[src/smpe_pkg.sv]
// Package with the shared constants, types and helpers of the serial mouse packet encoder.
package smpe_pkg;

	localparam int CNT_BITS    = 12;
	localparam int DELTA_BITS  = CNT_BITS + 1;
	localparam int QUEUE_DEPTH = 256;
	localparam int QADDR_BITS  = $clog2(QUEUE_DEPTH);
	localparam int QCNT_BITS   = QADDR_BITS + 1;

	localparam logic OP_SCAN  = 1'b0;
	localparam logic OP_LINES = 1'b1;

	localparam logic PROTO_MS   = 1'b0;
	localparam logic PROTO_MSYS = 1'b1;

	localparam logic [7:0] BYTE_IDENT = 8'h4D;
	localparam logic [7:0] MS_SYNC    = 8'h40;
	localparam logic [7:0] MSYS_SYNC  = 8'h80;

	typedef struct packed {
		logic accept;
		logic wr_ident;
		logic wr_pkt;
		logic pop;
		logic load_result;
	} smpe_cmd_t;

	typedef struct packed {
		logic plan_ident;
		logic plan_build;
		logic plan_scan;
		logic build_last;
		logic out_free;
	} smpe_sts_t;

	function automatic logic [7:0] clamp8(input logic signed [DELTA_BITS-1:0] v);
		logic [7:0] r;
		if (v < -128) begin
			r = 8'h80;
		end else if (v > 127) begin
			r = 8'h7F;
		end else begin
			r = v[7:0];
		end
		return r;
	endfunction

endpackage

[src/smpe_ctrl.sv]
// Controller state machine sequencing each word through the encoder datapath.
module smpe_ctrl
	import smpe_pkg::*;
(
	input  logic      clk,
	input  logic      arst_n,
	input  logic      in_valid,
	output logic      in_ready,
	input  smpe_sts_t sts,
	output smpe_cmd_t cmd
);

	typedef enum logic [2:0] {
		ST_IDLE,
		ST_DECIDE,
		ST_BUILD,
		ST_READ,
		ST_RESULT
	} state_t;

	state_t state_q;

	assign in_ready = (state_q == ST_IDLE);

	always_comb begin
		cmd             = '0;
		cmd.accept      = (state_q == ST_IDLE) && in_valid;
		cmd.wr_ident    = (state_q == ST_DECIDE) && sts.plan_ident;
		cmd.wr_pkt      = (state_q == ST_BUILD);
		cmd.pop         = (state_q == ST_READ);
		cmd.load_result = (state_q == ST_RESULT) && sts.out_free;
	end

	always_ff @(posedge clk or negedge arst_n) begin
		if (!arst_n) begin
			state_q <= ST_IDLE;
		end else begin
			unique case (state_q)
				ST_IDLE: begin
					if (in_valid) begin
						state_q <= ST_DECIDE;
					end
				end
				ST_DECIDE: begin
					if (sts.plan_ident) begin
						state_q <= ST_RESULT;
					end else if (sts.plan_build) begin
						state_q <= ST_BUILD;
					end else if (sts.plan_scan) begin
						state_q <= ST_READ;
					end else begin
						state_q <= ST_RESULT;
					end
				end
				ST_BUILD: begin
					if (sts.build_last) begin
						state_q <= ST_READ;
					end
				end
				ST_READ: begin
					state_q <= ST_RESULT;
				end
				ST_RESULT: begin
					if (sts.out_free) begin
						state_q <= ST_IDLE;
					end
				end
				default: begin
					state_q <= ST_IDLE;
				end
			endcase
		end
	end

endmodule

[src/smpe_datapath.sv]
// Datapath of the encoder: deltas, packet bytes, byte queue, line status and result register.
module smpe_datapath
	import smpe_pkg::*;
(
	input  logic                clk,
	input  logic                arst_n,
	input  smpe_cmd_t           cmd,
	output smpe_sts_t           sts,
	input  logic                opcode,
	input  logic [CNT_BITS-1:0] x_count,
	input  logic [CNT_BITS-1:0] y_count,
	input  logic [2:0]          buttons,
	input  logic                dtr,
	input  logic                rts,
	input  logic                cfg_we,
	input  logic                cfg_data,
	input  logic                out_ready,
	output logic                out_valid,
	output logic                byte_valid,
	output logic [7:0]          byte_value,
	output logic                dsr,
	output logic                cts
);

	localparam logic [2:0] IDX_LAST_MS   = 3'd2;
	localparam logic [2:0] IDX_LAST_MSYS = 3'd4;

	logic                         protocol_q;
	logic [CNT_BITS-1:0]          prev_x_q;
	logic [CNT_BITS-1:0]          prev_y_q;
	logic [2:0]                   last_buttons_q;
	logic [1:0]                   line_q;
	logic                         scanning_q;
	logic signed [DELTA_BITS-1:0] dx_q;
	logic signed [DELTA_BITS-1:0] dy_q;
	logic [2:0]                   nb_q;
	logic [2:0]                   idx_q;
	logic                         plan_ident_q;
	logic                         plan_build_q;
	logic                         plan_scan_q;
	logic                         flag_q;
	logic [QADDR_BITS-1:0]        head_q;
	logic [QADDR_BITS-1:0]        tail_q;
	logic [QCNT_BITS-1:0]         count_q;
	logic [7:0]                   mem_q [QUEUE_DEPTH];
	logic [7:0]                   rdata_q;
	logic                         out_valid_q;
	logic                         byte_valid_q;
	logic [7:0]                   byte_value_q;
	logic                         dsr_q;
	logic                         cts_q;

	logic signed [DELTA_BITS-1:0] dx_new;
	logic signed [DELTA_BITS-1:0] dy_new;
	logic signed [DELTA_BITS-1:0] dx_rem;
	logic signed [DELTA_BITS-1:0] dy_rem;
	logic [7:0]                   ux;
	logic [7:0]                   uy;
	logic [7:0]                   pkt_byte;
	logic [7:0]                   wr_data;
	logic [2:0]                   idx_last;
	logic                         chunk_end;
	logic                         q_full;
	logic                         q_empty;
	logic                         mem_we;
	logic                         mem_re;
	logic [1:0]                   new_lines;

	always_comb begin
		dx_new = signed'({x_count[CNT_BITS-1], x_count}) - signed'({prev_x_q[CNT_BITS-1], prev_x_q});
		dy_new = signed'({y_count[CNT_BITS-1], y_count}) - signed'({prev_y_q[CNT_BITS-1], prev_y_q});
		ux     = clamp8(dx_q);
		uy     = clamp8(dy_q);
		dx_rem = dx_q - DELTA_BITS'(signed'(ux));
		dy_rem = dy_q - DELTA_BITS'(signed'(uy));
		idx_last  = (protocol_q == PROTO_MSYS) ? IDX_LAST_MSYS : IDX_LAST_MS;
		chunk_end = (idx_q == idx_last);
		new_lines = {rts, dtr};
	end

	always_comb begin
		pkt_byte = 8'h00;
		if (protocol_q == PROTO_MSYS) begin
			case (idx_q)
				3'd0:    pkt_byte = MSYS_SYNC | {5'b00000, nb_q};
				3'd1:    pkt_byte = ux;
				3'd2:    pkt_byte = uy;
				default: pkt_byte = 8'h00;
			endcase
		end else begin
			case (idx_q)
				3'd0:    pkt_byte = MS_SYNC | {2'b00, nb_q[1:0], uy[7:6], ux[7:6]};
				3'd1:    pkt_byte = {2'b00, ux[5:0]};
				3'd2:    pkt_byte = {2'b00, uy[5:0]};
				default: pkt_byte = 8'h00;
			endcase
		end
	end

	assign q_full  = (count_q == QCNT_BITS'(QUEUE_DEPTH));
	assign q_empty = (count_q == '0);
	assign mem_we  = (cmd.wr_ident || cmd.wr_pkt) && !q_full;
	assign mem_re  = cmd.pop && !q_empty;
	assign wr_data = cmd.wr_ident ? BYTE_IDENT : pkt_byte;

	always_comb begin
		sts            = '0;
		sts.plan_ident = plan_ident_q;
		sts.plan_build = plan_build_q;
		sts.plan_scan  = plan_scan_q;
		sts.build_last = chunk_end && (dx_rem == '0) && (dy_rem == '0);
		sts.out_free   = !out_valid_q || out_ready;
	end

	always_ff @(posedge clk) begin
		if (mem_we) begin
			mem_q[head_q] <= wr_data;
		end
		if (mem_re) begin
			rdata_q <= mem_q[tail_q];
		end
	end

	always_ff @(posedge clk) begin
		if (cmd.accept && opcode == OP_SCAN && scanning_q) begin
			dx_q <= dx_new;
			dy_q <= (protocol_q == PROTO_MSYS) ? -dy_new : dy_new;
			nb_q <= buttons;
		end else if (cmd.wr_pkt && chunk_end) begin
			dx_q <= dx_rem;
			dy_q <= dy_rem;
		end
		if (cmd.load_result) begin
			byte_valid_q <= flag_q;
			byte_value_q <= flag_q ? rdata_q : 8'h00;
			dsr_q        <= line_q[0];
			cts_q        <= line_q[1];
		end
	end

	always_ff @(posedge clk or negedge arst_n) begin
		if (!arst_n) begin
			protocol_q     <= PROTO_MS;
			prev_x_q       <= '0;
			prev_y_q       <= '0;
			last_buttons_q <= '0;
			line_q         <= 2'b11;
			scanning_q     <= 1'b0;
			idx_q          <= '0;
			plan_ident_q   <= 1'b0;
			plan_build_q   <= 1'b0;
			plan_scan_q    <= 1'b0;
			flag_q         <= 1'b0;
			head_q         <= '0;
			tail_q         <= '0;
			count_q        <= '0;
			out_valid_q    <= 1'b0;
		end else begin
			if (cfg_we) begin
				protocol_q <= cfg_data;
			end
			if (cmd.accept) begin
				plan_ident_q <= 1'b0;
				plan_build_q <= 1'b0;
				plan_scan_q  <= 1'b0;
				flag_q       <= 1'b0;
				idx_q        <= '0;
				if (opcode == OP_LINES) begin
					if (new_lines[1] != line_q[1]) begin
						head_q  <= '0;
						tail_q  <= '0;
						count_q <= '0;
						if (new_lines[1]) begin
							last_buttons_q <= '0;
							scanning_q     <= 1'b1;
							plan_ident_q   <= 1'b1;
						end else begin
							scanning_q <= 1'b0;
						end
					end
					line_q <= new_lines;
				end else if (scanning_q) begin
					prev_x_q       <= x_count;
					prev_y_q       <= y_count;
					last_buttons_q <= buttons;
					plan_scan_q    <= 1'b1;
					plan_build_q   <= q_empty && ((dx_new != '0) || (dy_new != '0) ||
						(buttons != last_buttons_q));
				end
			end
			if (cmd.wr_pkt) begin
				idx_q <= chunk_end ? 3'd0 : idx_q + 3'd1;
			end
			if (mem_we) begin
				head_q  <= head_q + 1'b1;
				count_q <= count_q + 1'b1;
			end
			if (mem_re) begin
				tail_q  <= tail_q + 1'b1;
				count_q <= count_q - 1'b1;
				flag_q  <= 1'b1;
			end
			if (cmd.load_result) begin
				out_valid_q <= 1'b1;
			end else if (out_ready) begin
				out_valid_q <= 1'b0;
			end
		end
	end

	assign out_valid  = out_valid_q;
	assign byte_valid = byte_valid_q;
	assign byte_value = byte_value_q;
	assign dsr        = dsr_q;
	assign cts        = cts_q;

endmodule

[src/serial_mouse_packet_encoder.sv]
// Top level of the serial mouse packet encoder: controller and datapath.
//
//   Channel  Signals                                        Direction
//   input    in_valid/in_ready, opcode, x_count, y_count,   host to block
//            buttons, dtr, rts
//   output   out_valid/out_ready, byte_valid, byte_value,   block to host
//            dsr, cts
//   config   cfg_we, cfg_data (protocol)                    host to block
//
// One word is worked on at a time. A handshake word passes through the decide and result
// states, the ident byte being written in the decide state. A scan tick passes through the
// decide, build (when a packet is due), read and result states, the build state writing
// one packet byte per cycle to the byte queue through the single write port of the queue.
// The finished result sits in an output register, which stalls the block only
// when a new result is ready and the previous one has not been taken.
// Reset is asynchronous and active low; the queue memory is not cleared.
module serial_mouse_packet_encoder
	import smpe_pkg::*;
(
	input  logic                clk,
	input  logic                arst_n,
	input  logic                in_valid,
	output logic                in_ready,
	input  logic                opcode,
	input  logic [CNT_BITS-1:0] x_count,
	input  logic [CNT_BITS-1:0] y_count,
	input  logic [2:0]          buttons,
	input  logic                dtr,
	input  logic                rts,
	output logic                out_valid,
	input  logic                out_ready,
	output logic                byte_valid,
	output logic [7:0]          byte_value,
	output logic                dsr,
	output logic                cts,
	input  logic                cfg_we,
	input  logic                cfg_data
);

	smpe_cmd_t cmd;
	smpe_sts_t sts;

	smpe_ctrl u_ctrl (
		.clk      (clk),
		.arst_n   (arst_n),
		.in_valid (in_valid),
		.in_ready (in_ready),
		.sts      (sts),
		.cmd      (cmd)
	);

	smpe_datapath u_dp (
		.clk        (clk),
		.arst_n     (arst_n),
		.cmd        (cmd),
		.sts        (sts),
		.opcode     (opcode),
		.x_count    (x_count),
		.y_count    (y_count),
		.buttons    (buttons),
		.dtr        (dtr),
		.rts        (rts),
		.cfg_we     (cfg_we),
		.cfg_data   (cfg_data),
		.out_ready  (out_ready),
		.out_valid  (out_valid),
		.byte_valid (byte_valid),
		.byte_value (byte_value),
		.dsr        (dsr),
		.cts        (cts)
	);

endmodule
[config.mk]
export PLATFORM = sky130hd
export DESIGN_NAME = serial_mouse_packet_encoder
export DESIGN_NICKNAME = d
export VERILOG_FILES = /design/src/smpe_pkg.sv /design/src/smpe_ctrl.sv /design/src/smpe_datapath.sv /design/src/serial_mouse_packet_encoder.sv
export SDC_FILE = /design/constraint.sdc
export NUM_CORES = 2
export LEC_CHECK = 0
export BUFFER_PORTS_ARGS = -buffer_cell sky130_fd_sc_hd__buf_2
export CORE_ASPECT_RATIO = 0.7
export CORE_MARGIN = 2
export CORE_UTILIZATION = 30
export CTS_CLUSTER_DIAMETER = 150
export DETAILED_ROUTE_END_ITERATION = 10
export GPL_TIMING_DRIVEN = 0
export SYNTH_ARGS = -nofsm -noshare
export SYNTH_HDL_FRONTEND = slang
export SYNTH_SLANG_ARGS = --single-unit
[constraint.sdc]
create_clock -name clk -period 32 [get_ports clk]
set_clock_uncertainty 0.2 [all_clocks]
set_input_delay 6.4 -clock clk [delete_from_list [all_inputs] [get_ports clk]]
set_output_delay 6.4 -clock clk [all_outputs]
set_load 0.02 [all_outputs]
# ---- Yosys cells after proc, flatten, opt, wreduce, memory -nomap -nowiden
# Memories as Yosys holds them, arrays and structs flattened. A register that Yosys moved wholly into a read port is not among the register bits.
# Cells that the tools add are included.
dict set report totals {
  ram_bits 2048
  reg_bits 107
  mem_count 1
  elab_cells 151
}
# name depth width read_ports rd_clocked_by_memory_dff wr line
set memory_table {}
lappend memory_table {u_dp.mem_q 256 8 1 1 1 smpe_datapath.sv:45} ;# logic [7:0] mem_q [QUEUE_DEPTH];
dict set report classes {
  eq_ne 15
  mux 51
  magnitude_cmp 4
  bitwise_logic 1
  reduce_logical 46
  addsub 10
}
# cell n
set op_table {}
lappend op_table {{two-way mux 8 bit} 11}
lappend op_table {{two-way mux 13 bit} 5}
lappend op_table {{two-way mux 9 bit} 5}
lappend op_table {{two-way mux 3 bit} 14}
lappend op_table {{greater-than comparator 13 x 8 -> 1 bit (second input constant)} 2}
lappend op_table {{zero test 13 bit} 2}
lappend op_table {{< comparator 13 x 8 -> 1 bit (second input constant)} 2}
lappend op_table {{nonzero test 13 bit} 2}
lappend op_table {{subtractor 12 x 12 -> 13 bit} 2}
lappend op_table {{subtractor 13 x 8 -> 13 bit} 2}
lappend op_table {{one-hot mux 8 bit (3 select lines)} 1}
lappend op_table {{one-hot mux 7 bit (3 select lines)} 1}
lappend op_table {{nonzero test 2 bit} 10}
lappend op_table {{AND reduction 3 bit} 6}
lappend op_table {{adder 8 x 1 -> 8 bit (second input constant)} 2}
lappend op_table {{one-hot mux 3 bit (5 select lines)} 1}
lappend op_table {{two-way mux 1 bit} 13}
lappend op_table {{negator 13 bit} 1}
lappend op_table {{logical AND 1 bit} 11}
lappend op_table {{adder 9 x 1 -> 9 bit (second input constant)} 1}
lappend op_table {{== test 3 x 2 -> 1 bit (second input constant)} 3}
lappend op_table {{== test 9 bit (second input constant)} 1}
lappend op_table {{zero test 9 bit} 1}
lappend op_table {{nonzero test 3 bit} 3}
lappend op_table {{other kinds (15)} 25}

# ---- Longest topological paths before layout
dict set report depth {
  depth_word 9
  depth_mapped 14
  ltp_nobuf 14
}

# ---- By module
# From an unflattened synthesis, not the netlist that was laid out.
dict set report unflattened {
  cells_unflattened 4204
  hier_area_um2 86914.6
}
# module area_each_um2 seq_area_each_um2 cells_each instances
set modules_own_cells {}
lappend modules_own_cells {smpe_datapath 86701.9 64544.4 4181 1}
lappend modules_own_cells {smpe_ctrl 212.7 75.1 23 1}

# ---- Worst setup path after synthesis
# No wires, ideal clock.
dict set report synth_timing {
  path_type {register to register}
  startpoint {register u_ctrl.state_q[0]}
  endpoint {memory u_dp.mem_q[0][7] (data pin)}
  arrival_time_ns 14.716
  n_path_buf 2
  setup_ns 2.812
  setup_slack_ns 14.272
  t_required_ns 28.988
  stages_incl_launch_ff 7
  cell_sequence {dfrtp_1 -> buf_2 -> nor2b_1 -> and3b_1 -> clkbuf_1 -> or3_1 -> nor4_1}
}
dict set report synth_via {
  elab_chain_cells 3
}
# element line
set synth_rtl {}
lappend synth_rtl {{from (decl)} smpe_ctrl.sv:21} ;# state_t state_q;
lappend synth_rtl {{from (signal assigned)} smpe_ctrl.sv:36} ;# state_q <= ST_IDLE;
lappend synth_rtl {{from (signal assigned)} smpe_ctrl.sv:41} ;# state_q <= ST_DECIDE;
lappend synth_rtl {{from (signal assigned)} smpe_ctrl.sv:46} ;# state_q <= ST_RESULT;
lappend synth_rtl {{== test 3 x 1 -> 1 bit} smpe_ctrl.sv:28} ;# cmd.wr_ident = (state_q == ST_DECIDE) && sts.plan_ident;
lappend synth_rtl {{logical AND 1 bit} smpe_ctrl.sv:28}
lappend synth_rtl {{two-way mux 8 bit} smpe_datapath.sv:104} ;# assign wr_data = cmd.wr_ident ? BYTE_IDENT : pkt_byte;
lappend synth_rtl {{net u_dp.wr_data[7]} smpe_datapath.sv:60} ;# logic [7:0] wr_data;
lappend synth_rtl {{to (decl)} smpe_datapath.sv:45}
# The timed path passes the listed nets, and every way through them passes these cells.

# ---- Final worst setup path
dict set report layout_timing {
  startpoint {input y_count[0]}
  endpoint {register u_dp.dy_q[11] (data pin)}
}
dict set report layout_via {
  elab_chain_cells 4
}
# element line
set layout_rtl {}
lappend layout_rtl {{from (decl)} serial_mouse_packet_encoder.sv:26} ;# input logic [CNT_BITS-1:0] y_count,
lappend layout_rtl {{subtractor 12 x 12 -> 13 bit *} smpe_datapath.sv:71} ;# dy_new = signed'({y_count[CNT_BITS-1], y_count}) - signed'({prev_y_q[CNT_BITS-1], prev_y_q});
lappend layout_rtl {{negator 13 bit} smpe_datapath.sv:127} ;# dy_q <= (protocol_q == PROTO_MSYS) ? -dy_new : dy_new;
lappend layout_rtl {{two-way mux 13 bit *} smpe_datapath.sv:127}
lappend layout_rtl {{two-way mux 13 bit *} smpe_datapath.sv:125} ;# if (cmd.accept && opcode == OP_SCAN && scanning_q) begin
lappend layout_rtl {{to (signal assigned)} smpe_datapath.sv:127}
lappend layout_rtl {{to (signal assigned)} smpe_datapath.sv:131} ;# dy_q <= dy_rem;
lappend layout_rtl {{to (decl)} smpe_datapath.sv:35} ;# logic signed [DELTA_BITS-1:0] dy_q;
# Mark *: on every way between the ends. The rest lies on a longest branch, timed or not.
# A chain may end at the register's enable or synchronous reset.

==> results.yml <==
outcome:
  status: "finished clean"
setup_path:
  crit_buf_inv: 3
  cp-end-kind: "flip-flop"
  path_cells: "buf_2 > inv_1 > ha_1 > inv_1 > fa_1 > a211oi_2 > nor2_1 > xor2_1 > or4_4 > or3_1 > o31ai_2 > xor2_1 > mux2_2"
  cp-start-kind: "input port"
  critPathArrivalTime_ps: 9450
  crit_required_ps: 32370
  critPathTopFamily: "simple AND/OR/NAND/NOR gates"
  regToRegStartpoint: "u_ctrl.state_q[2]"
  cp_max_fo: 4
  crit_type: "in -> reg"
  crit_slowest_cell: "or4_4"
  reg2reg_depth: 11
  r2r-end: "u_dp.mem_q[121][0]"
  rrSetupSlack_ps: 26560
  slowest_delay_ps: 560
hold_path:
  worstHoldEndpoint: "u_dp.last_buttons_q[2]"
  hold_depth: 2
  min_from: "u_dp.last_buttons_q[2]"
  holdCritPathClass: "reg -> reg"
yosys:
  synth-compound-area-share: 0.0250
  synth_mux_area_frac: 0.168
  synth_most_common_cell: "edfxtp_1"
  yosysTopAreaCell: "edfxtp_1"
  yosysTopAreaCellShare: 0.728
  synthCells: 4166
  ys_ff_latch: 2163
  synth_adder_area_share: 0.00975
  synth-seq-area-share: 0.747
  synth-main-ff-cell: "edfxtp_1"
  yosysWarnings: 0
  synthTopCellsByCount: "edfxtp_1, mux4_2, nor2_1"
  synth-edff-count: 2096
  synthArstFlopShare: 0.0310
  synth_top_family_by_area: "multiplexers"
  syn_nets: 4267
  synth.area.top_cells: "edfxtp_1, mux4_2, dfrtp_1, nor2_1, ha_1"
  synthSimpleGateAreaFrac: 0.0323
  synth.cell_area_mm2: 0.0865
  synth_cell_types: 72
  postSynthAreaPerCell_um2: 20.8
  synth-xor-area-share: 0.00486
power:
  p_clk_frac: 0.276
  power_frac_comb: 0.306
  leakagePower_nw: 30.1
  vdd_drop_max_mv: 0.0513
  swShare: 0.326
  p_sw_w: 0.00277
  pwr-share-seq: 0.418
  powerDensity_mw_per_mm2: 85.7
  p_int_w: 0.00573
clock_tree:
  cts_made_buffers: 192
  cts_buffer_depth: 4
  clock_latency_ps: 830
  cts_tree: "built"
  clk_pin_slew_ps: 70
  cts.sinks: 2163
  htree_levels: 4
  post_cts_resized: 0
  ctsHoldBuffers: 0
  root_buffer: "clkbuf_16"
  post_cts_buffers: 0
drt:
  dr.first_iter.drc_count: 6578
  postRouteAntennaNets: 0
  wirelength_um: 238000
  firstDrtPassIters: 6
  via_per_inst: 5.31
  vias: 44900
  drc_errors: 0
  avgRoutedWirePerCell_um: 28.1
floorplan:
  die_x_um: 646
  pin_count: 49
  die_area_mm2: 0.293
  coreArea_mm2: 0.286
  start_util: 0.302
  rows: 164
  die_h_um: 453
grt:
  grt_pass1_vias: 43000
  grt_usage: 0.159
  grt_pass1_wl_um: 332000
  antenna_found_initial: 9
  grt_max_degree: 88
  overflow: 0
cells_and_area:
  multi_input_area_mm2: 0.0208
  areaGrowthSynthToFinish_pct: 14.7
  finalNonFillerCells: 8455
  ff_latch_area_mm2: 0.0646
  n_fill_cell: 26500
  drive_gt1_frac: 0.246
  fin_nets: 4589
  fin_util: 0.347
place:
  gp_congestion: 0.886
  io_buffers: 48
  dpl.cell_count: 8111
  hpwlAfterDp_um: 165000
sta:
  period_share: 0.284
  tightest_slew_ps: 1440
  rsz0062_at_grt: "no"
  hold_viol: 0
  setup_viol: 0
  clock.fmax_mhz: 110
  slew_headroom: 0.0433
  finalMaxSlewViolations: 0
  post-route-min-period_ps: 9080
flow_run:
  drv_cap: 0
-- power groups by stage --
stage / clock network, W / registers (W) / logic [W]
2_1_floorplan: 0 / 0.00380 / 0.00136
4_1_cts: 0.00237 / 0.00356 / 0.00256
5_1_grt: 0.00248 / 0.00356 / 0.00272
6_report: 0.00235 / 0.00356 / 0.00260
3_5_place_dp: 0 / 0.00362 / 0.00255
3_3_place_gp: 0 / 0.00403 / 0.00232
-- cell usage in the layout, fill, tap and decap left out, types with 24 or more instances in the layout --
master / count
o21ai_0: 85
a22oi_1: 42
inv_1: 57
nor3_1: 24
buf_4: 24
ha_1: 61
buf_2: 105
nand2_1: 149
buf_12: 33
nor2_1: 323
xor2_1: 24
xnor2_1: 24
a21oi_1: 57
clkinv_1: 27
nand3_1: 27
edfxtp_1: 2096
clkbuf_16: 197
mux4_2: 640
clkbuf_1: 173
dfrtp_1: 65
buf_1: 25
-- state kept, by name, indices dropped and copies added, names as in the netlist, 9 cells and up --
register,cells
u_dp.count_q,9
u_dp.prev_y_q,12
u_dp.dy_q,13
u_dp.mem_q,2048
u_dp.prev_x_q,12
u_dp.dx_q,13
-- tightest hold or removal path, stage by stage, from the launching register on --
cell,delay (ps)
dfrtp_1,360
nand2_1,60
nand2_1,50
-- final cells by class --
| class | instances | area share |
|---|---|---|
| Multi-Input combinational cell | 1727 | 0.210 |
| Inverter | 58 | 0.00219 |
| Sequential cell | 2163 | 0.651 |
| Tap cell | 3818 | 0.0481 |
| Antenna cell | 1 | 0.0000252 |
| Clock inverter | 82 | 0.00951 |
| Timing Repair Buffer | 128 | 0.0169 |
| Buffer | 218 | 0.00923 |
| Clock buffer | 260 | 0.0526 |
-- cell families after synthesis --
| family | Yosys count |
|---|---|
| fa+ha+maj | 65 |
| mux | 652 |
| buf+inv | 276 |
| simple gates | 638 |
| xor+xnor | 48 |
| compound gates | 324 |
| flops | 2163 |
-- how the worst max path moves through the flow --
| stage | cells past startpoint | end | slack, ps | from |
|---|---|---|---|---|
| 3_3_place_gp | 6 | u_dp.mem_q[122][7] | -2120 | u_ctrl.state_q[2] |
| 4_1_cts | 13 | u_dp.dy_q[11] | 22940 | y_count[0] |
| 6_report | 13 | u_dp.dy_q[11] | 22920 | y_count[0] |
| 5_1_grt | 13 | u_dp.dy_q[11] | 22800 | y_count[0] |
| 2_1_floorplan | 6 | u_dp.mem_q[0][7] | 14270 | u_ctrl.state_q[0] |
| 3_5_place_dp | 13 | u_dp.dy_q[11] | 22070 | y_count[0] |
-- per-layer routing --
metal,part of all wire,routed length [um],track usage,vias up
met5,0,0,0,-
li1,-,-,-,17900
met2,0.41,96800,0.214,2402
met3,0.12,29200,0.0499,307
met1,0.45,107000,0.249,24200
met4,0.019,4460,0.0285,0
-- metrics by stage --
stage | setup WS [ps] | hold WS (ps) | setup TNS, ps | cell area, um2 | total power [W]
3_3_place_gp | -2120 | 269 | -523330 | 91500 | 0.00635
6_report | 22920 | 301 | 0 | 99200 | 0.00851
4_1_cts | 22940 | 303 | 0 | 99200 | 0.00849
3_5_place_dp | 22070 | 286 | 0 | 93000 | 0.00617
2_1_floorplan | 14270 | 246 | 0 | 86500 | 0.00516
5_1_grt | 22800 | 332 | 0 | 99200 | 0.00877
Note: power is estimated with default switching activity, not from simulation.
